`config.mk`:
```
export PLATFORM = sky130hd
export DESIGN_NAME = annexb_nal_unit_splitter
export DESIGN_NICKNAME = d
export VERILOG_FILES = /design/src/design/anxb_pkg.sv /design/src/design/anxb_front.sv /design/src/design/anxb_queue.sv /design/src/design/anxb_back.sv /design/src/design/annexb_nal_unit_splitter.sv
export SDC_FILE = /design/constraint.sdc
export NUM_CORES = 1
export LEC_CHECK = 0
export ABC_AREA = 0
export BUFFER_PORTS_ARGS = -buffer_cell sky130_fd_sc_hd__buf_2
export CAP_MARGIN = 30
export CELL_PAD_IN_SITES_DETAIL_PLACEMENT = 1
export CELL_PAD_IN_SITES_GLOBAL_PLACEMENT = 2
export CORE_ASPECT_RATIO = 0.6
export CORE_MARGIN = 4
export CORE_UTILIZATION = 32
export CTS_CLUSTER_DIAMETER = 30
export DETAILED_ROUTE_END_ITERATION = 6
export GPL_TIMING_DRIVEN = 0
export PLACE_DENSITY = 0.57
export SETUP_SLACK_MARGIN = 0.4
export SKIP_CTS_REPAIR_TIMING = 1
export SKIP_LAST_GASP = 1
export SYNTH_ARGS = -nofsm -noshare
export SYNTH_HDL_FRONTEND = slang
export SYNTH_SLANG_ARGS = --single-unit
```
`constraint.sdc`:
```
create_clock -name clk_i -period 4.2 [get_ports clk_i]
set_input_delay 0.63 -clock clk_i [delete_from_list [all_inputs] [get_ports clk_i]]
set_output_delay 0.63 -clock clk_i [all_outputs]
set_load 0.05 [all_outputs]
```
`src/design/anxb_pkg.sv`:
```
// shared types and constants of the annex b nal unit splitter
// no dependencies; used by every module of the block
package anxb_pkg;

  localparam int unsigned TicksW   = 17;
  localparam int unsigned StampW   = 32;
  localparam int unsigned QueueAw  = 2;
  localparam int unsigned QueueDepth = 1 << QueueAw;

  localparam logic [TicksW-1:0] TicksReset = TicksW'(3000);
  localparam logic [4:0]        SpsType    = 5'd7;
  localparam logic [7:0]        ByteZero   = 8'h00;
  localparam logic [7:0]        ByteOne    = 8'h01;

  typedef struct packed {
    logic [7:0] stream_byte;
    logic       frame_end;
  } in_item_t;

  typedef struct packed {
    logic [7:0]        payload_byte;
    logic              unit_last;
    logic              frame_marker;
    logic [StampW-1:0] stamp;
    logic              bad_frame;
  } out_item_t;

  // one parsed input byte: [p_byte] [zeros x 0] [t_byte], flags on the final one
  typedef struct packed {
    logic              bad;
    logic              p_vld;
    logic [7:0]        p_byte;
    logic [1:0]        zeros;
    logic              t_vld;
    logic [7:0]        t_byte;
    logic              fin_last;
    logic              fin_mark;
    logic [StampW-1:0] stamp;
  } rec_t;

endpackage

```
`src/design/anxb_front.sv`:
```
// front end: start code parser, nal type check, frame stamp and tick register
// depends on anxb_pkg; writes a burst record for each accepted byte that yields results
module anxb_front (
  input  logic                         clk_i,
  input  logic                         rst_ni,
  input  logic                         in_valid_i,
  input  anxb_pkg::in_item_t           in_item_i,
  input  logic                         cfg_we_i,
  input  logic [anxb_pkg::TicksW-1:0]  cfg_data_i,
  output logic                         rec_valid_o,
  output anxb_pkg::rec_t               rec_o
);

  typedef enum logic [1:0] {PhExpect, PhDrop, PhHeader, PhBody} phase_e;

  phase_e                       phase_q, phase_d;
  logic [1:0]                   hc_q, hc_d;
  logic                         lco_q, lco_d;
  logic                         pend_vld_q, pend_vld_d;
  logic [7:0]                   pend_byte_q, pend_byte_d;
  logic [anxb_pkg::StampW-1:0]  stamp_q, stamp_d;
  logic [anxb_pkg::TicksW-1:0]  ticks_q, ticks_d;
  logic                         bad;
  logic                         body_en;
  logic [1:0]                   full_cnt;
  logic [7:0]                   b;
  logic                         fend;
  anxb_pkg::rec_t               rec;

  assign b    = in_item_i.stream_byte;
  assign fend = in_item_i.frame_end;

  always_comb begin
    phase_d     = phase_q;
    hc_d        = hc_q;
    lco_d       = lco_q;
    pend_vld_d  = pend_vld_q;
    pend_byte_d = pend_byte_q;
    stamp_d     = stamp_q;
    ticks_d     = cfg_we_i ? cfg_data_i : ticks_q;
    bad         = 1'b0;
    body_en     = 1'b0;
    rec         = '0;
    rec.stamp   = stamp_q;

    unique case (phase_q)
      PhExpect: begin
        if (b == anxb_pkg::ByteZero && hc_q != 2'd3) begin
          hc_d = hc_q + 2'd1;
        end else if (b == anxb_pkg::ByteOne && hc_q[1]) begin
          hc_d    = 2'd0;
          phase_d = PhHeader;
        end else begin
          bad = 1'b1;
        end
        // frame ended before its opening code was complete
        if (!bad && fend && phase_d == PhExpect) begin
          bad = 1'b1;
        end
        if (bad) begin
          hc_d    = 2'd0;
          phase_d = PhDrop;
        end
      end
      PhHeader: begin
        lco_d   = (b[4:0] == anxb_pkg::SpsType);
        phase_d = PhBody;
        body_en = 1'b1;
      end
      PhBody: begin
        body_en = 1'b1;
      end
      PhDrop: begin
      end
      default: begin
      end
    endcase

    // sps units end only on the four byte code
    full_cnt = lco_d ? 2'd3 : 2'd2;

    if (body_en) begin
      if (b == anxb_pkg::ByteZero) begin
        if (hc_q != full_cnt) begin
          hc_d = hc_q + 2'd1;
        end else begin
          rec.p_vld   = pend_vld_q;
          rec.p_byte  = pend_byte_q;
          pend_byte_d = anxb_pkg::ByteZero;
          pend_vld_d  = 1'b1;
        end
      end else if (b == anxb_pkg::ByteOne && hc_q == full_cnt) begin
        rec.p_vld    = pend_vld_q;
        rec.p_byte   = pend_byte_q;
        rec.fin_last = pend_vld_q;
        pend_vld_d   = 1'b0;
        hc_d         = 2'd0;
        phase_d      = PhHeader;
      end else begin
        rec.p_vld   = pend_vld_q;
        rec.p_byte  = pend_byte_q;
        rec.zeros   = hc_q;
        hc_d        = 2'd0;
        pend_byte_d = b;
        pend_vld_d  = 1'b1;
      end
    end

    if (fend) begin
      if (phase_d == PhBody) begin
        // flush pending byte and held zeros, keeping stream order
        if (!rec.p_vld && rec.zeros == 2'd0) begin
          rec.p_vld  = pend_vld_d;
          rec.p_byte = pend_byte_d;
          rec.zeros  = hc_d;
        end else begin
          rec.t_vld  = pend_vld_d;
          rec.t_byte = pend_byte_d;
          rec.zeros  = rec.zeros | hc_d;
        end
        rec.fin_last = 1'b1;
        rec.fin_mark = 1'b1;
      end
      phase_d    = PhExpect;
      hc_d       = 2'd0;
      pend_vld_d = 1'b0;
      lco_d      = 1'b0;
      stamp_d    = stamp_q + anxb_pkg::StampW'(ticks_q);
    end

    rec.bad = bad;
  end

  assign rec_o       = rec;
  assign rec_valid_o = in_valid_i &&
                       (rec.bad || rec.p_vld || rec.t_vld || rec.zeros != 2'd0);

  always_ff @(posedge clk_i or negedge rst_ni) begin
    if (!rst_ni) begin
      phase_q     <= PhExpect;
      hc_q        <= 2'd0;
      lco_q       <= 1'b0;
      pend_vld_q  <= 1'b0;
      pend_byte_q <= anxb_pkg::ByteZero;
      stamp_q     <= '0;
      ticks_q     <= anxb_pkg::TicksReset;
    end else begin
      if (in_valid_i) begin
        phase_q     <= phase_d;
        hc_q        <= hc_d;
        lco_q       <= lco_d;
        pend_vld_q  <= pend_vld_d;
        pend_byte_q <= pend_byte_d;
        stamp_q     <= stamp_d;
      end
      ticks_q <= ticks_d;
    end
  end

endmodule

```
`src/design/anxb_queue.sv`:
```
// short record queue between parser and serializer
// depends on anxb_pkg for the record type and depth
module anxb_queue (
  input  logic           clk_i,
  input  logic           rst_ni,
  input  logic           push_i,
  input  anxb_pkg::rec_t data_i,
  input  logic           pop_i,
  output anxb_pkg::rec_t data_o,
  output logic           full_o,
  output logic           empty_o
);

  anxb_pkg::rec_t                 mem_q [anxb_pkg::QueueDepth];
  logic [anxb_pkg::QueueAw:0]     wr_ptr_q, wr_ptr_d;
  logic [anxb_pkg::QueueAw:0]     rd_ptr_q, rd_ptr_d;
  logic                           do_push;
  logic                           do_pop;

  assign full_o  = (wr_ptr_q[anxb_pkg::QueueAw] != rd_ptr_q[anxb_pkg::QueueAw]) &&
                   (wr_ptr_q[anxb_pkg::QueueAw-1:0] == rd_ptr_q[anxb_pkg::QueueAw-1:0]);
  assign empty_o = (wr_ptr_q == rd_ptr_q);
  assign do_push = push_i && !full_o;
  assign do_pop  = pop_i && !empty_o;
  assign data_o  = mem_q[rd_ptr_q[anxb_pkg::QueueAw-1:0]];

  assign wr_ptr_d = do_push ? wr_ptr_q + 1'b1 : wr_ptr_q;
  assign rd_ptr_d = do_pop ? rd_ptr_q + 1'b1 : rd_ptr_q;

  always_ff @(posedge clk_i) begin
    if (do_push) begin
      mem_q[wr_ptr_q[anxb_pkg::QueueAw-1:0]] <= data_i;
    end
  end

  always_ff @(posedge clk_i or negedge rst_ni) begin
    if (!rst_ni) begin
      wr_ptr_q <= '0;
      rd_ptr_q <= '0;
    end else begin
      wr_ptr_q <= wr_ptr_d;
      rd_ptr_q <= rd_ptr_d;
    end
  end

endmodule

```
`src/design/anxb_back.sv`:
```
// back end: expands burst records into single result bytes, output register
// depends on anxb_pkg; reads records from anxb_queue
module anxb_back (
  input  logic                clk_i,
  input  logic                rst_ni,
  input  anxb_pkg::rec_t      rec_i,
  input  logic                rec_empty_i,
  output logic                rec_pop_o,
  input  logic                pop_i,
  output logic                out_empty_o,
  output anxb_pkg::out_item_t out_item_o
);

  anxb_pkg::rec_t      cur_q, cur_d;
  logic                cur_vld_q, cur_vld_d;
  logic                rem_p_q, rem_p_d;
  logic [1:0]          rem_z_q, rem_z_d;
  logic                rem_t_q, rem_t_d;
  logic                out_vld_q, out_vld_d;
  anxb_pkg::out_item_t out_q, out_d;
  anxb_pkg::out_item_t item;
  logic [2:0]          cnt;
  logic                final_item;
  logic                can_load;
  logic                step;
  logic                take;

  assign cnt = cur_q.bad ? 3'd1
                         : ({2'b0, rem_p_q} + {2'b0, rem_t_q} + {1'b0, rem_z_q});
  assign final_item = (cnt == 3'd1);
  assign can_load   = !out_vld_q || pop_i;
  assign step       = cur_vld_q && can_load;
  // next record loads as the current one gives its final byte
  assign take       = (!cur_vld_q || (step && final_item)) && !rec_empty_i;
  assign rec_pop_o  = take;

  always_comb begin
    item.stamp     = cur_q.stamp;
    item.bad_frame = cur_q.bad;
    if (cur_q.bad) begin
      item.payload_byte = anxb_pkg::ByteZero;
    end else if (rem_p_q) begin
      item.payload_byte = cur_q.p_byte;
    end else if (rem_z_q != 2'd0) begin
      item.payload_byte = anxb_pkg::ByteZero;
    end else begin
      item.payload_byte = cur_q.t_byte;
    end
    item.unit_last    = !cur_q.bad && final_item && cur_q.fin_last;
    item.frame_marker = !cur_q.bad && final_item && cur_q.fin_mark;
  end

  always_comb begin
    cur_d     = cur_q;
    cur_vld_d = cur_vld_q;
    rem_p_d   = rem_p_q;
    rem_z_d   = rem_z_q;
    rem_t_d   = rem_t_q;
    if (take) begin
      cur_d     = rec_i;
      cur_vld_d = 1'b1;
      rem_p_d   = rec_i.p_vld;
      rem_z_d   = rec_i.zeros;
      rem_t_d   = rec_i.t_vld;
    end else if (step) begin
      if (final_item) begin
        cur_vld_d = 1'b0;
      end
      if (rem_p_q) begin
        rem_p_d = 1'b0;
      end else if (rem_z_q != 2'd0) begin
        rem_z_d = rem_z_q - 2'd1;
      end else begin
        rem_t_d = 1'b0;
      end
    end

    if (step) begin
      out_vld_d = 1'b1;
      out_d     = item;
    end else begin
      out_vld_d = out_vld_q && !pop_i;
      out_d     = out_q;
    end
  end

  always_ff @(posedge clk_i or negedge rst_ni) begin
    if (!rst_ni) begin
      cur_vld_q <= 1'b0;
      rem_p_q   <= 1'b0;
      rem_z_q   <= 2'd0;
      rem_t_q   <= 1'b0;
      out_vld_q <= 1'b0;
    end else begin
      cur_vld_q <= cur_vld_d;
      rem_p_q   <= rem_p_d;
      rem_z_q   <= rem_z_d;
      rem_t_q   <= rem_t_d;
      out_vld_q <= out_vld_d;
    end
  end

  always_ff @(posedge clk_i) begin
    cur_q <= cur_d;
    out_q <= out_d;
  end

  assign out_empty_o = !out_vld_q;
  assign out_item_o  = out_q;

endmodule

```
`src/design/annexb_nal_unit_splitter.sv`:
```
// Annex B NAL unit splitter, top level.
// Input queue side: push with in_data_i (stream_byte, frame_end); a byte is taken
// when push is high and full is low. One byte per cycle is sustained while full stays low.
// Result queue side: while empty is low, out_data_o holds the oldest result
// (payload_byte, unit_last, frame_marker, stamp, bad_frame); pop takes it.
// Config: cfg_valid_i/cfg_data_i write frame_ticks; cfg_ready_o is always high.
// Each byte is parsed combinationally and becomes a burst of zero to five results
// that goes through a four-entry record queue. The serializer gives one result
// per cycle while pop keeps up; results pass the queue, a record and an output register.
// Start code bytes are held back until they are resolved, so payload bytes come
// out later; the bytes held at frame end come out as a burst of up to five.
// When pop stays low the output register holds, the record queue fills, and
// full rises until results drain again.
// Reset clears all queues, sets the frame stamp to zero and frame_ticks to 3000,
// and waits for an opening start code. Depends on anxb_pkg, anxb_front, anxb_queue and anxb_back.
module annexb_nal_unit_splitter (
  input  logic                        clk_i,
  input  logic                        rst_ni,
  input  logic                        push,
  output logic                        full,
  input  anxb_pkg::in_item_t          in_data_i,
  output logic                        empty,
  input  logic                        pop,
  output anxb_pkg::out_item_t         out_data_o,
  input  logic                        cfg_valid_i,
  output logic                        cfg_ready_o,
  input  logic [anxb_pkg::TicksW-1:0] cfg_data_i
);

  logic           accept;
  logic           rec_valid;
  anxb_pkg::rec_t rec_in;
  anxb_pkg::rec_t rec_out;
  logic           rec_full;
  logic           rec_empty;
  logic           rec_pop;

  assign full        = rec_full;
  assign accept      = push && !rec_full;
  assign cfg_ready_o = 1'b1;

  anxb_front u_front (
    .clk_i       (clk_i),
    .rst_ni      (rst_ni),
    .in_valid_i  (accept),
    .in_item_i   (in_data_i),
    .cfg_we_i    (cfg_valid_i),
    .cfg_data_i  (cfg_data_i),
    .rec_valid_o (rec_valid),
    .rec_o       (rec_in)
  );

  anxb_queue u_queue (
    .clk_i   (clk_i),
    .rst_ni  (rst_ni),
    .push_i  (rec_valid),
    .data_i  (rec_in),
    .pop_i   (rec_pop),
    .data_o  (rec_out),
    .full_o  (rec_full),
    .empty_o (rec_empty)
  );

  anxb_back u_back (
    .clk_i       (clk_i),
    .rst_ni      (rst_ni),
    .rec_i       (rec_out),
    .rec_empty_i (rec_empty),
    .rec_pop_o   (rec_pop),
    .pop_i       (pop),
    .out_empty_o (empty),
    .out_item_o  (out_data_o)
  );

endmodule

```
Word-level counts from Yosys, hierarchy flattened

Memory sizes are Yosys's and may differ from the RTL's.
Index checks and enable logic that the tools add are counted.

Output and inout bits: 46
Memory bits (writable): 220
Bits of input ports: 31
Flip-flop bits (word level): 169
Word-level logic and storage cells: 161
Memories kept: 1

Memories:

| name          | depth | width | read ports | clocked after Yosys merged registers in | write ports | RTL line         | RTL |
|---|---|---|---|---|---|---|---|
| u_queue.mem_q | 4     | 55    | 1          | 0                                       | 1           | anxb_queue.sv:14 | `anxb_pkg::rec_t mem_q [anxb_pkg::QueueDepth];` |

Reductions and logical operators: 45
$add $sub $neg: 7
Equal/unequal tests: 14
Bitwise operators: 1
Muxes and demuxes: 68

Operator list:

| kind                  | number |
|---|---|
| $mux W8               | 6 |
| $mux W2               | 23 |
| $mux W22              | 2 |
| $mux W9               | 4 |
| $add A32 B17 Y32      | 1 |
| $mux W1               | 30 |
| $logic_and A1 B1 Y1   | 18 |
| $mux W11              | 1 |
| $reduce_bool A2 Y1    | 5 |
| $eq A8 B1 Y1 const B  | 1 |
| $logic_not A1 Y1      | 8 |
| $logic_not A8 Y1      | 1 |
| $add A3 B1 Y3 const B | 2 |
| $eq A2 B2 Y1 const B  | 3 |
| $logic_not A2 Y1      | 3 |
| $ne A2 B2 Y1 const B  | 3 |
| $reduce_and A3 Y1     | 2 |
| $eq A5 B3 Y1 const B  | 1 |
| $logic_or A1 B1 Y1    | 5 |
| $eq A2 B2 Y1          | 2 |
| $pmux W2 S2           | 1 |
| $reduce_and A2 Y1     | 2 |
| $add A3 B2 Y3         | 1 |
| $eq A3 B1 Y1 const B  | 1 |
| other kinds (9)       | 9 |

Depth between registers and ports, before layout

Gate-level depths: netlist of run 1.

Depth in word-level cells: 26
Gate-level depth with buffers: 10
Gate-level depth less buffers: 10

By module

A second synthesis of run 1 with hierarchy kept.

Cells, all modules: 917
Area total of the unflattened synthesis: 15742.6 um^2

By module, submodules not included:

| module                   | times used | cells each | area each (um^2) | seq. area each (um^2) |
|---|---|---|---|---|
| anxb_queue               | 1          | 337        | 8431.8           | 6756.5 |
| anxb_front               | 1          | 425        | 3957.5           | 1585.3 |
| anxb_back                | 1          | 152        | 3328.2           | 2972.9 |
| annexb_nal_unit_splitter | 1          | 3          | 25.0             | 0.0 |

Worst setup path after synthesis of run 1

Ideal clock, no wire load.

Kind: in2reg
Start: input port in_data_i[4] (netlist name)
End: memory u_queue.mem_q[0][0] (netlist name), enable pin
Buffers on the path: 1
Stages on the path: 8
Path slack: 0.309 ns
Data required time: 3.781 ns
Arrival: 3.472 ns
Setup time: 0.419 ns
Path through: or4b_4 -> o221ai_1 -> a21bo_1 -> buf_4 -> nand3_2 -> a31oi_1 -> or2_1 -> and3_1

Word-level cells in the longest chain between the ends: 25
Elaborated cells on any way between the ends: 62
Those cells by class: eq/ne: 5; mux: 39; bitwise: 1; reduce/logical: 17

Ends and longest elaborated chain:

| what                                                            | RTL line                             | RTL |
|---|---|---|
| from (decl)                                                     | annexb_nal_unit_splitter.sv:21       | `input anxb_pkg::in_item_t in_data_i,` |
| $eq A8 B1 Y1                                                    | anxb_front.sv:50, anxb_front.sv:92   |  |
| $logic_and A1 B1 Y1                                             | anxb_front.sv:50                     | `end else if (b == anxb_pkg::ByteOne && hc_q[1]) begin` |
| $mux W1                                                         | anxb_front.sv:50                     |  |
| $mux W1                                                         | anxb_front.sv:48                     | `if (b == anxb_pkg::ByteZero && hc_q != 2'd3) begin` |
| $mux W1                                                         | anxb_front.sv:46                     | `unique case (phase_q)` |
| $logic_not A1 Y1                                                | anxb_front.sv:57                     | `if (!bad && fend && phase_d == PhExpect) begin` |
| $logic_and A1 B1 Y1 (2 in a row)                                | anxb_front.sv:57                     |  |
| $mux W1                                                         | anxb_front.sv:57                     |  |
| (+8 left out)                                                   | --                                   |  |
| $mux W22 (on tied branches)                                     | anxb_front.sv:109, anxb_front.sv:110 |  |
| $logic_or A1 B1 Y1 / $mux W22 (equally long branches)           | anxb_front.sv:136, anxb_front.sv:109 |  |
| $logic_or A1 B1 Y1 / $reduce_bool A2 Y1 (equally long branches) | anxb_front.sv:136                    | `(rec.bad \|\| rec.p_vld \|\| rec.t_vld \|\| rec.zeros != 2'd0);` |
| $logic_or A1 B1 Y1 (*)                                          | anxb_front.sv:136                    |  |
| $logic_and A1 B1 Y1 (*)                                         | anxb_front.sv:135                    | `assign rec_valid_o = in_valid_i &&` |
| $logic_and A1 B1 Y1 (*)                                         | anxb_queue.sv:23                     | `assign do_push = push_i && !full_o;` |
| $mux W1 (*)                                                     | anxb_queue.sv:31                     | `if (do_push) begin` |
| $mux W1 (not written as such) (*)                               | anxb_queue.sv:32                     | `mem_q[wr_ptr_q[anxb_pkg::QueueAw-1:0]] <= data_i;` |
| to (decl)                                                       | anxb_queue.sv:14                     |  |

Mark *: on every way between the ends. The rest lies on a longest branch, timed or not. The select of a mux whose other input is x is not followed.

Worst setup path after layout of run 1

Start: register u_front.phase_q[1]
End: memory u_queue.mem_q[0][24] (netlist name), enable pin

Word-level cells in the longest chain between the ends: 22
Elaborated cells on any way between the ends: 55
Those cells by class: eq/ne: 5; mux: 35; bitwise: 1; reduce/logical: 14

Ends and longest elaborated chain:

| what                                                            | RTL line                             | RTL |
|---|---|---|
| from (decl)                                                     | anxb_front.sv:16                     | `phase_e phase_q, phase_d;` |
| from (signal assigned)                                          | anxb_front.sv:140                    | `phase_q <= PhExpect;` |
| from (signal assigned)                                          | anxb_front.sv:149                    | `phase_q <= phase_d;` |
| $mux W2                                                         | anxb_front.sv:50                     |  |
| $mux W2                                                         | anxb_front.sv:48                     |  |
| $mux W2                                                         | anxb_front.sv:46                     |  |
| $logic_not A2 Y1                                                | anxb_front.sv:57                     |  |
| $logic_and A1 B1 Y1                                             | anxb_front.sv:57                     |  |
| $mux W1                                                         | anxb_front.sv:57                     |  |
| $mux W1                                                         | anxb_front.sv:46                     |  |
| $mux W2                                                         | anxb_front.sv:60                     | `if (bad) begin` |
| (+6 left out)                                                   | --                                   |  |
| $mux W22 (on tied branches)                                     | anxb_front.sv:109, anxb_front.sv:110 |  |
| $logic_or A1 B1 Y1 / $mux W22 (equally long branches)           | anxb_front.sv:136, anxb_front.sv:109 |  |
| $logic_or A1 B1 Y1 / $reduce_bool A2 Y1 (equally long branches) | anxb_front.sv:136                    |  |
| $logic_or A1 B1 Y1 (*)                                          | anxb_front.sv:136                    |  |
| $logic_and A1 B1 Y1 (*)                                         | anxb_front.sv:135                    |  |
| $logic_and A1 B1 Y1 (*)                                         | anxb_queue.sv:23                     |  |
| $mux W1 (*)                                                     | anxb_queue.sv:31                     |  |
| $mux W1 (not written as such) (*)                               | anxb_queue.sv:32                     |  |

Marked as above.

==> results of run 1 <==
-- synth_stat cells (all sizes together), types with 3 or more instances --
cell	count
a31oi	6
nand4	6
o31ai	5
and2	6
clkbuf	21
dfrtp	68
edfxtp	314
ha	26
o21ai	44
xnor2	21
and4	3
nand3	17
mux4	55
a21oi	37
nor2	38
nand2b	9
nor2b	3
and3	11
a21o	5
dfstp	7
inv	20
mux2	20
nor3b	4
o21bai	3
a32o	8
xor2	13
nand2	82
nor3	5
o21a	3
buf	14
-- power by group through the flow --
stage	clock network (W)	registers, W	logic [W]
floorplan	0	0.00657	0.00220
global placement	0	0.00613	0.00392
detailed placement	0	0.00610	0.00416
CTS	0.00585	0.00603	0.00417
global route	0.00605	0.00613	0.00449
finish	0.00568	0.00601	0.00406
-- worst paths after layout --
kind / to / slack (ns)
max reg2reg: u_queue.mem_q[0][24]$_DFFE_PP_ / 0.83
min in group asynchronous: u_front.stamp_q[2]$_DFFE_PN0P_ / 0.52
min reg2reg: u_back.out_item_o[12]$_DFFE_PP_ / 0.41
max in group asynchronous: u_front.pend_byte_q[4]$_DFFE_PN0P_ / 3.03
min: u_front.ticks_q[6]$_DFFE_PN0P_ / 0.30
max: u_queue.mem_q[0][24]$_DFFE_PP_ / 0.83
-- cell families after synthesis --
kind of cell,synth area share
flip-flops,0.730
XOR/XNOR,0.0192
multiplexers,0.0953
adder cells (fa/ha/maj),0.0236
AND/OR/NAND/NOR,0.0598
AO/OA/AOI/OAI,0.0573
buffers and inverters,0.0147
other,0.000242
-- per-layer routing --
metal	global-route usage	vias up
li1	-	3910
met1	0.203	4322
met2	0.212	153
met3	0.0330	67
met4	0.0422	0
met5	0	-
-- critical path, stage by stage (launching register included) --
cell and delay [ns]:
dfrtp_1 0.31, buf_4 0.17, or4b_4 0.50, o221ai_1 0.33
a21bo_1 0.17, buf_4 0.16, nand3_2 0.14, a31oi_1 0.35
or2_1 0.21, and3_4 0.33, buf_16 0.31
-- through the flow --
| step | area [um2] | worst slack (ns) | util | hold slack (ns) |
|---|---|---|---|---|
| floorplan | 15500 | 0.571 | - | 0.334 |
| global placement | 16700 | -1.05 | 0.348 | 0.403 |
| detailed placement | 16900 | 0.470 | 0.354 | 0.406 |
| CTS | 19300 | 0.769 | 0.404 | -0.0444 |
| global route | 19400 | 0.560 | 0.404 | 0.269 |
| finish | 19400 | 0.835 | 0.404 | 0.298 |
-- area by class of cell --
| cell class | instances | area, um2 | share of cell area |
|---|---|---|---|
| sequential | 389 | 11300 | 0.584 |
| multi-input combinational | 471 | 3980 | 0.206 |
| clock buffer | 83 | 1850 | 0.0957 |
| tap | 640 | 801 | 0.0414 |
| timing repair buffer | 86 | 628 | 0.0324 |
| clock inverter | 46 | 548 | 0.0283 |
| buffer | 35 | 156 | 0.00808 |
| inverter | 20 | 75.1 | 0.00388 |
-- sequential cells by signal (all words and copies together) (netlist names), 2 cells and up --
register             cells
u_front.ticks_q         17
u_back.cur_q            51
u_front.stamp_q         32
u_queue.mem_q          220
u_queue.wr_ptr_q         3
u_front.hc_q             2
u_back.out_item_o       43
u_front.pend_byte_q      8
u_front.phase_q          2
u_queue.rd_ptr_q         3
u_back.rem_z_q           2
-- layout by cell type, fill, tap and decap left out, drive strengths merged, types with 4 or more instances in the layout --
cell type,instances
clkbuf,104
a21o,5
o31ai,5
buf,99
dfstp,7
nor3,5
inv,31
mux4,55
nor2,38
nand4,6
xnor2,21
clkinvlp,9
nand3,17
o21ai,44
bufinv,7
a21oi,37
edfxtp,314
ha,26
xor2,13
a32o,8
mux2,20
nand2b,9
clkinv,19
nor3b,4
and2,6
and3,11
nand2,82
a31oi,6
dfrtp,68
==> flow_results.org, run 1 <==
** STA
- Max Clock Skew :: approximately 0.034 ns
- The final count of hold timing violations was 0.
- Slew at the pin closest to its max-slew limit :: 0.939 ns
- Final Setup Violations :: 0
- RSZ-0062 raised after global routing :: false
- Final worst path period share :: 0.801
- The worst path in the final design needs a cycle of 3.37 ns, including I/O delays and setup.
- Headroom to the max-slew limit :: 0.369
- In the final timing run, aggregate negative setup slack is 0 ns.
- Peak Freq :: around 300 MHz
- Number of max-slew violations in the final report :: 0

** Critical path
- Startpoint of the most critical register-to-register path :: u_front.phase_q[1]$_DFFE_PN0P_
- Critical Setup Path Class :: register to register
- Largest driver fanout on the critical path :: 46
- The number of cells on the worst reg-to-reg path is 10.
- STA classifies the critical path endpoint as a register.
- STA classifies the critical path startpoint as a register.
- In this run the worst setup path begins at u_front.phase_q[1]$_DFFE_PN0P_.
- Arr. time, crit path :: 3.60 ns
- Required time of the critical path :: around 4.4 ns

** CTS
- After clock tree synthesis, the clock-pin slew on the worst setup and hold paths is 0.05 ns.
- CTS tree :: done
- In this run, CTS created clock tree buffers numbering 70.
- The H-tree was split into 3 levels.
- Clock latency on the worst-skew pair :: 0.59 ns
- The root buffer cell chosen for the clock tree is clkbuf_16.
- Number of clock sinks :: between 300 and 400
- Max clock buf depth :: 3

** Floorplan
- Effective utilization at floorplan :: 0.324
- The die is 292 um wide.
- 77 I/O pins were placed.
- Row Count :: a little over 60
- Die area :: ~52,000 um2
- Total core area :: roughly 48,000 um2
- Die height :: ~180 um

** Power
- Switching part of the total power :: 0.326
- Overall power consumption after layout is estimated at about 0.016 W.
- Share of power burned in registers :: 0.382
- Power dissipated by switching net loads :: slightly above 0.005 W
- Static leakage power :: about 7 nW
- Power per unit of standard cell area :: 813 nW/um2
- Worst IR Drop VDD :: ~0.46 mV
- Clock power share :: 0.361
- Internal power comes to about 0.011 W.
- Logic gate share of total power :: 0.258

** GRT
- Global-route usage over all layers :: 0.140
- The number of antenna violations at the first check in global routing was 0.
- Global-route wire length before repair :: roughly 56 mm
- Entering global routing, the biggest net connects 51 pins.
- Via count of the first global-routing pass :: 9,220
- Remaining Overflow, GRT :: 0

** Status
- The run finished with clean final reports.

** Detailed routing
- Number of search-and-repair iterations in the first detailed-routing pass :: 6
- WL met1 :: 17.7 mm
- Remaining antenna violation count :: 0
- After detailed routing, the total wire length is roughly 36 mm.
- 1st-iter DRT viols :: about 470
- Detail-routed net length per standard cell :: 20.1 um
- Via density per instance :: roughly 4.8
- In the routed design, unresolved DRC markers number 0.
- Summing over every cut layer, the via total after detailed routing is 8,452.
- Top Layer Used :: met4
- Detailed routing placed a total of ~1.5 mm of wire on met3.
- WL met2 :: around 16 mm

** Hold path
- Worst Min Path Start :: cfg_data_i[6]
- The min-delay analysis places its worst path in the category input port to register.
- Number of cells on the worst hold path :: 2

** Final layout
- Filler cell count :: around 4,700
- Of the cells placed in the final design, the portion with a size suffix greater than 1 is 0.268.
- Compared with the post-synthesis result, the final layout area differs by 24.9%.
- Fin nets :: between 1,000 and 1,500
- Post-layout instance count excluding filler cells :: 1,770
- 0 antenna diodes ended up in the layout.

** Synthesis
- In this run the mean area of a mapped cell was roughly 17 um2.
- Post-synth design cell area :: roughly 16,000 um2
- Synthesized flop and latch total :: between 300 and 400
- For this run, the register share of the synthesized area comes to 0.730.
- Counting flops with an async set or reset pin after synthesis yields a share of 0.193.
- Sorting the synthesized cells by area gives the leading types as edfxtp_1, dfrtp_1, mux4_2, ha_1, nand2_1.
- In this run, synthesis inferred 314 flip-flops with an integrated enable.
- Counting distinct cell types in the post-synthesis netlist gives 71.
- For this run, the leading register cell type out of synthesis is edfxtp_1.
- During synthesis, Yosys emitted a total of 0 warnings.
- Area share of the largest cell type after synthesis :: 0.608
- Syn Inst Count :: around 920
- Of all cell types, the one taking the most synthesized area is edfxtp_1.
- Total nets after synthesis :: 974

** Placed design
- Routability-driven placement finished with a final weighted congestion of around 0.77.
- During placement, the flow inserted port buffers numbering 74.
- Counting tap cells, the placed design contains a total of 1,639 instances.
- The HPWL after detailed placement is approximately 23 mm.

** Run
- Max-capacitance violation count :: 0
No activity file was read; power rests on OpenSTA's default activity.
==> run 2: changes to the inputs <==
==> constraint.sdc (replaced) <==
create_clock -name clk_i -period 3.03 [get_ports clk_i]
set_input_delay 0.4545 -clock clk_i [delete_from_list [all_inputs] [get_ports clk_i]]
set_output_delay 0.4545 -clock clk_i [all_outputs]
set_load 0.05 [all_outputs]
==> run 2 against run 1 <==
  * Maximum frequency up 15%
  * Largest power group unchanged
  * Sequential share of layout area down 4.7 points
  * Design area up 8.9%
  * Critical endpoint is now u_queue.mem_q[2][53]$_DFFE_PP_
  * Clock power up 39%
==> flow_results.org, run 2 (synthesis gave the netlist of run 1 again) <==
** Detailed routing
- The detailed router finished its first iteration with about 590 violations.
- Remaining antenna violation count :: 0
- The routed layout has just over 9,000 vias.
- Dividing the detail-routed via count by the number of cells gives approximately 4.9.
- After detailed routing, the average wire length per cell comes to 22.8 um.
- For this run, the detailed router's first-pass iteration total came to 4.
- DRC violations left :: 0
- After detailed routing, the total wire length is between 40 and 50 mm.

** GRT
- Entering global routing, the biggest net connects about 60 pins.
- After global routing the overflow that remains totals 0.
- Global-route usage over all layers :: 0.141
- Via count of the first global-routing pass :: 9,152
- The first global-routing pass estimated around 56 mm of wire.
- Number of antenna violations at the first check in global routing :: 0

** STA
- Final Hold Viols :: 0
- Slew at the pin closest to its max-slew limit :: roughly 0.83 ns
- Max Clock Skew :: ~0.014 ns
- Minimum clock period :: 2.93 ns
- Post-route worst hold slack :: just under 0.1 ns
- Final worst path period share :: 0.966
- RSZ-0062 raised after global routing :: true
- The final-report max-slew violation count is 0.
- Setup slack closes at around 0.10 ns.
- Headroom to the max-slew limit came out at 0.444.
- Static timing analysis puts the maximum clock frequency at around 340 MHz.
- Final Setup Violations :: 0

** CTS
- The clock reaches the later pin of the worst-skew pair after 0.58 ns.
- In this run the clock root is driven by a clkbuf_16.
- The number of clock buffers added by TritonCTS is 72.
- Max clock buf depth :: 3
- TritonCTS built the clock tree.
- Number of clock sinks :: between 300 and 400
- In this run the number of H-tree levels came out at 3.
- Clock-pin slew was measured on the worst setup and hold paths at around 0.050 ns.

** Floorplan
- The floorplan has 62 rows.
- For this configuration, the core starts out at a cell density of 0.324.
- Total core area :: ~48,000 um2
- Die area :: roughly 52,000 um2
- Measured along the y axis, the die boundary spans 178 um.
- Measured along the x axis, the die boundary spans roughly 300 um.
- a little under 80 I/O pins were placed.

** Critical path
- Ordered list of cells on the worst path :: buf_6 > or4b_4 > o221ai_4 > buf_4 > a21oi_4 > o311ai_2 > nand2_2 > or2_4 > and3_4 > buf_12 > clkbuf_16
- The critical path in this run is classified as register to register.
- Highest-delay cell along the critical path :: or4b_4
- At the worst endpoint, the arrival time is roughly 3.3 ns.
- The worst setup path is captured at a register.
- Type of origin of the critical path :: register
- Along the worst path, the maximum fanout reaches 8.
- Data on the critical path is required at its endpoint by 3.36 ns.
- Largest incremental delay on the critical path :: between 0.5 and 0.6 ns

** Power
- Of the total power, combinational logic draws 0.304.
- Cell Int Power :: between 0.015 and 0.02 W
- The share of total power dissipated in the clock network is 0.338.
- Power spread over the standard cell area amounts to approximately 1100 nW/um2.
- Static leakage power :: 7.79 nW
- Share of power burned in registers :: 0.359
- IR analysis of the VDD net gives a maximum drop of ~0.38 mV.
- Switching part of the total power :: 0.333
- Summed over all nets, the switching power comes to around 0.0078 W.
- Total power for the finished layout comes to ~0.023 W.

** Final layout
- The filler cells instantiated in the layout total between 4,000 and 5,000.
- In the final layout, the share of cells above drive strength 1 is 0.374.
- Leaving out fill and tap cells, the most frequent cell in the layout is edfxtp_1.
- For this run, the post-layout net count is between 1,000 and 1,500.
- The finished cells cover around 21,000 um2.
- From synthesis to final layout, the design area changed by 36.0%.
- The register with the most flip-flops in the layout has 220 of them.
- In the layout the commonest cells are edfxtp_1, clkbuf_16, nand2_1.
- 0 antenna diodes ended up in the layout.
- Post-layout instance count excluding filler cells :: 1,857

** Placed design
- Post-detailed-placement cell area :: around 17,000 um2
- The number of placed instances, taps included, is about 1,600.
- Port Buf Inserts :: between 70 and 80
- At the end of routability-driven placement, the weighted congestion stood at ~0.76.
- OpenSTA, run right after detailed placement, puts the worst setup slack at -0.629 ns.
- After legalization and detailed placement, the total HPWL measured 23.0 mm.

** Status
- The run finished with clean final reports.

** Run
- Max-capacitance violation count :: 0

** Hold path
- Path class of the lowest-slack min-delay path :: input port to register
run 2: changes by cell type in the layout (fill, tap and decap cells not counted), sizes merged:
cell / delta
clkinv: +3
inv: +1
and3: +2
buf: +64
clkbuf: +15
clkinvlp: +2
run 2: worst paths after layout:
path | cells after the start | end | slack (ns) | startpoint
max | 11 | u_queue.mem_q[2][53]$_DFFE_PP_ | 0.10 | u_front.phase_q[1]$_DFFE_PN0P_
min | 3 | u_front.ticks_q[1]$_DFFE_PN0P_ | 0.1 | cfg_data_i[1]
max reg2reg | 11 | u_queue.mem_q[2][53]$_DFFE_PP_ | 0.10 | u_front.phase_q[1]$_DFFE_PN0P_
max in group asynchronous | 3 | u_front.hc_q[0]$_DFFE_PN0P_ | 1.97 | rst_ni
min reg2reg | 0 | u_back.out_item_o[29]$_DFFE_PP_ | 0.42 | u_back.cur_q[28]$_DFFE_PP_
min in group asynchronous | 2 | u_front.stamp_q[14]$_DFFE_PN0P_ | 0.39 | rst_ni
run 2: area by class of cell:
type,count,area (um2),area share
buffer,35,191,0.00908
clock buffer,80,1850,0.0878
clock inverter,52,541,0.0256
inverter,20,75.1,0.00356
multi-input combinational,473,4460,0.211
sequential,389,11300,0.537
tap,640,801,0.0380
timing repair buffer,168,1850,0.0875
run 2: power groups by stage:
stage                     combinational [W]  clock [W]  sequential (W)
after floorplan                     0.00309          0         0.00908
after global placement              0.00544          0         0.00846
after detailed placement            0.00563          0         0.00850
after CTS                           0.00565    0.00806         0.00841
after global routing                0.00762    0.00836         0.00853
final                               0.00709    0.00788         0.00837
run 2: worst max-delay path: cells and delay by family, from the launching register on:
family / cells / cell delay (ns)
flip-flops: 1 / 0.33
AND/OR/NAND/NOR: 4 / 1.12
buffers and inverters: 4 / 0.62
AO/OA/AOI/OAI: 3 / 0.58
run 2: per-layer routing:
metal,GRT usage,wire [um],part of all wire,up-vias
met2,0.204,18500,0.44,160
met4,0.0411,562,0.013,0
met1,0.211,21700,0.51,4745
met5,0,0,0,-
met3,0.0325,1540,0.036,47
li1,-,-,-,4105
run 2: stage by stage:
stage / utilization / setup TNS [ns]
finish: 0.440 / 0
global route: 0.440 / 0
CTS: 0.403 / -64.70
detailed placement: 0.353 / -110.28
global placement: 0.350 / -129.68
floorplan: - / 0
==> run 3: changes to the inputs <==
--- a/config.mk
+++ b/config.mk
@@ -9,14 +9,14 @@
 export BUFFER_PORTS_ARGS = -buffer_cell sky130_fd_sc_hd__buf_2
 export CAP_MARGIN = 30
 export CELL_PAD_IN_SITES_DETAIL_PLACEMENT = 1
-export CELL_PAD_IN_SITES_GLOBAL_PLACEMENT = 2
+export CELL_PAD_IN_SITES_GLOBAL_PLACEMENT = 1
 export CORE_ASPECT_RATIO = 0.6
 export CORE_MARGIN = 4
 export CORE_UTILIZATION = 32
 export CTS_CLUSTER_DIAMETER = 30
 export DETAILED_ROUTE_END_ITERATION = 6
 export GPL_TIMING_DRIVEN = 0
-export PLACE_DENSITY = 0.57
+export PLACE_DENSITY = 0.51
 export SETUP_SLACK_MARGIN = 0.4
 export SKIP_CTS_REPAIR_TIMING = 1
 export SKIP_LAST_GASP = 1
==> run 3 against run 2 <==
  * Die area did not move
  * Sequential power barely moved
  * Core utilization fell by 1.4 points
  * Maximum frequency rose by 0.32%
  * Via count fell by 2.1%
  * Critical path depth did not move
  * Cell count fell by 1.9%
  * Combinational power fell by 3.0%
  * Clock power fell by 1%
  * Global-route usage fell by 0.16 points
  * First-iteration DRC count rose by 26%
  * Critical path type unchanged
==> flow_results.org, run 3 (synthesis gave the netlist of run 1 again) <==
** Floorplan
- Effective utilization at floorplan :: 0.324
- Row generation in the floorplan step produced 62 rows.
- After floorplanning, the core was sized to cover about 48,000 um2.
- The die covers approximately 52,000 um2.
- Die height :: about 180 um
- I/O pin cnt :: 77
- Overall die width :: 292 um

** CTS
- Number of clock sinks :: 389
- Counting the buffers created by CTS gives 71.
- Clock-pin slew on the worst setup and hold paths :: ~0.04 ns
- Clock root buffer :: clkbuf_16
- Max clock buf depth :: 3
- Number of H-tree branching levels :: 3
- Clock latency on the worst-skew pair :: between 0.5 and 0.6 ns
- CTS tree :: done

** GRT
- Via count of the first global-routing pass :: just over 9,000
- Global routing finished with a remaining overflow of 0.
- Global-route usage over all layers :: 0.139
- Number of antenna violations at the first check in global routing :: 0
- Entering global routing, the biggest net connects 61 pins.
- The first global-routing pass estimated 55.3 mm of wire.

** Critical path
- In this design, the largest share of critical-path delay is due to simple AND/OR/NAND/NOR gates.
- Buf/Inv on CP :: 4
- STA classifies the critical path endpoint as a register.
- In this run the worst path has a maximum fanout of 7.
- On the worst path, the slowest cell contributes a delay of around 0.51 ns.
- The slowest stage of the critical path is the or4b_4 cell.
- Arr. time, crit path :: 3.24 ns
- Ordered list of cells on the worst path :: buf_6 > or4b_4 > o32a_1 > a21bo_1 > buf_6 > a31oi_1 > nand2_1 > or2_4 > and3_4 > buf_12 > clkbuf_16
- Critical Setup Path Class :: register to register
- Most numerous cell on the critical path :: buf_6
- Required time of the critical path :: 3.35 ns
- Type of origin of the critical path :: register

** Detailed routing
- Detail-routed net length per standard cell :: between 20 and 25 um
- The pre-antenna-repair detailed-routing pass consisted of 6 iterations.
- Total routed wirelength :: roughly 40 mm
- 1st-iter DRT viols :: 735
- Via total after detailed routing :: 8,868
- DRC violations left :: 0
- The detail route stage leaves a number of antenna-violating nets equal to 0.
- Via density per instance :: 4.87

** Power
- Total power of the final layout :: 0.0230 W
- VDD sags by at most about 0.47 mV.
- For this design the static power due to leakage is between 7 and 8 nW.
- In this run the power density over the cells is about 1100 nW/um2.

** Final layout
- Cell area after layout :: between 20,000 and 25,000 um2
- Final core area utilization :: 0.426
- The register with the most flip-flops in the layout has 220 of them.
- Compared with the post-synthesis result, the final layout area differs by 31.6%.
- Leaving out fill and tap cells, the most frequent cell in the layout is edfxtp_1.
- In the layout the commonest cells are edfxtp_1, nand2_1, clkbuf_16.
- In the final layout, the share of cells above drive strength 1 is 0.347.
- Antenna Cells :: 0
- For this run, the post-layout net count is about 1,200.

** STA
- Setup violations remaining at the end of the flow were counted as 0.
- Static timing analysis puts the maximum clock frequency at 343 MHz.
- The final-report max-slew violation count is 0.
- Dividing the final minimum period by the clock period gives 0.963.
- Setup repair after global routing could not meet its margin everywhere.
- Max Clock Skew :: 0.0154 ns
- At the pin with the least slew margin, the transition time is 0.799 ns.
- Minimum clock period :: 2.92 ns
- Final Hold Viols :: 0
- Headroom to the max-slew limit :: 0.467
- Post-layout worst setup margin :: between 0.1 and 0.15 ns

** Placed design
- Port Buf Inserts :: 74
- Once detailed placement completed, the half-perimeter wirelength came to roughly 22 mm.
- Pre-CTS WS :: -0.586 ns
- GPL Wtd Cong :: about 0.77
- Post-detailed-placement cell area :: between 15,000 and 20,000 um2

** Hold path
- Path class of the lowest-slack min-delay path :: input port to register

** Run
- The tool flagged a number of max-cap violations equal to 0.

** Status
- The flow ran to the end, and the final reports show no timing, DRC or antenna violations.
run 3: cell count changes in the layout (fill, tap and decap cells not counted), moves of 3 or more:
cell        change
nand3_1         -3
buf_8           -9
clkbuf_2        +4
nand2_2         -4
clkinvlp_4      -4
buf_12          -5
buf_4           -8
clkbuf_16      -10
nand2_1         +4
run 3: final timing paths:
check / endpoint / slack, ns / from / depth (start not counted)
worst max-delay path: u_queue.mem_q[1][47]$_DFFE_PP_ / 0.11 / u_front.phase_q[1]$_DFFE_PN0P_ / 11
worst min-delay path: u_front.ticks_q[1]$_DFFE_PN0P_ / 0.1 / cfg_data_i[1] / 3
worst max register to register: u_queue.mem_q[1][47]$_DFFE_PP_ / 0.11 / u_front.phase_q[1]$_DFFE_PN0P_ / 11
worst min register to register: u_back.out_item_o[31]$_DFFE_PP_ / 0.41 / u_back.cur_q[30]$_DFFE_PP_ / 0
max in group asynchronous: u_front.hc_q[0]$_DFFE_PN0P_ / 2.03 / rst_ni / 3
min in group asynchronous: u_front.ticks_q[2]$_DFFE_PN0P_ / 0.34 / rst_ni / 2
run 3: report_power, final:
part / switching [W] / internal [W] / total [W]
clock: 0.00276 / 0.00503 / 0.00779
sequential: 0.000676 / 0.00768 / 0.00836
combinational: 0.00423 / 0.00265 / 0.00688
total: 0.00766 / 0.0154 / 0.0230
run 3: through the flow:
stage,hold slack [ns],setup TNS [ns],instances
after floorplan,0.159,0,915
after global placement,0.401,-116.73,1629
after detailed placement,0.396,-117.31,1635
after CTS,-0.226,-82.75,1765
after global routing,0.0739,0,1822
final,0.0968,0,1822
run 3: metal layers:
metal  GRT usage  vias to the layer above  wire length, um
met5           0                        -                0
met4      0.0411                        0              801
met3      0.0340                       64             1770
met2       0.210                      175            17700
met1       0.200                     4596            20100
li1            -                     4033                -
run 3: worst register-to-register path, cell delays in order, from the launching register on:
cell and delay, ns:
dfrtp_1 0.34, buf_6 0.12, or4b_4 0.51, o32a_1 0.25
a21bo_1 0.23, buf_6 0.14, a31oi_1 0.15, nand2_1 0.12
or2_4 0.29, and3_4 0.20, buf_12 0.15, clkbuf_16 0.18
run 3: cell type report:
| cell class | count | area, um2 |
|---|---|---|
| repair buffers | 134 | 1240 |
| clock buffers | 82 | 1850 |
| well taps | 640 | 801 |
| inverters | 20 | 75.1 |
| clock inverters | 48 | 524 |
| flip-flops and latches | 389 | 11300 |
| plain buffers | 35 | 189 |
| fillers | 4663 | 27500 |
| multi-input cells | 474 | 4400 |
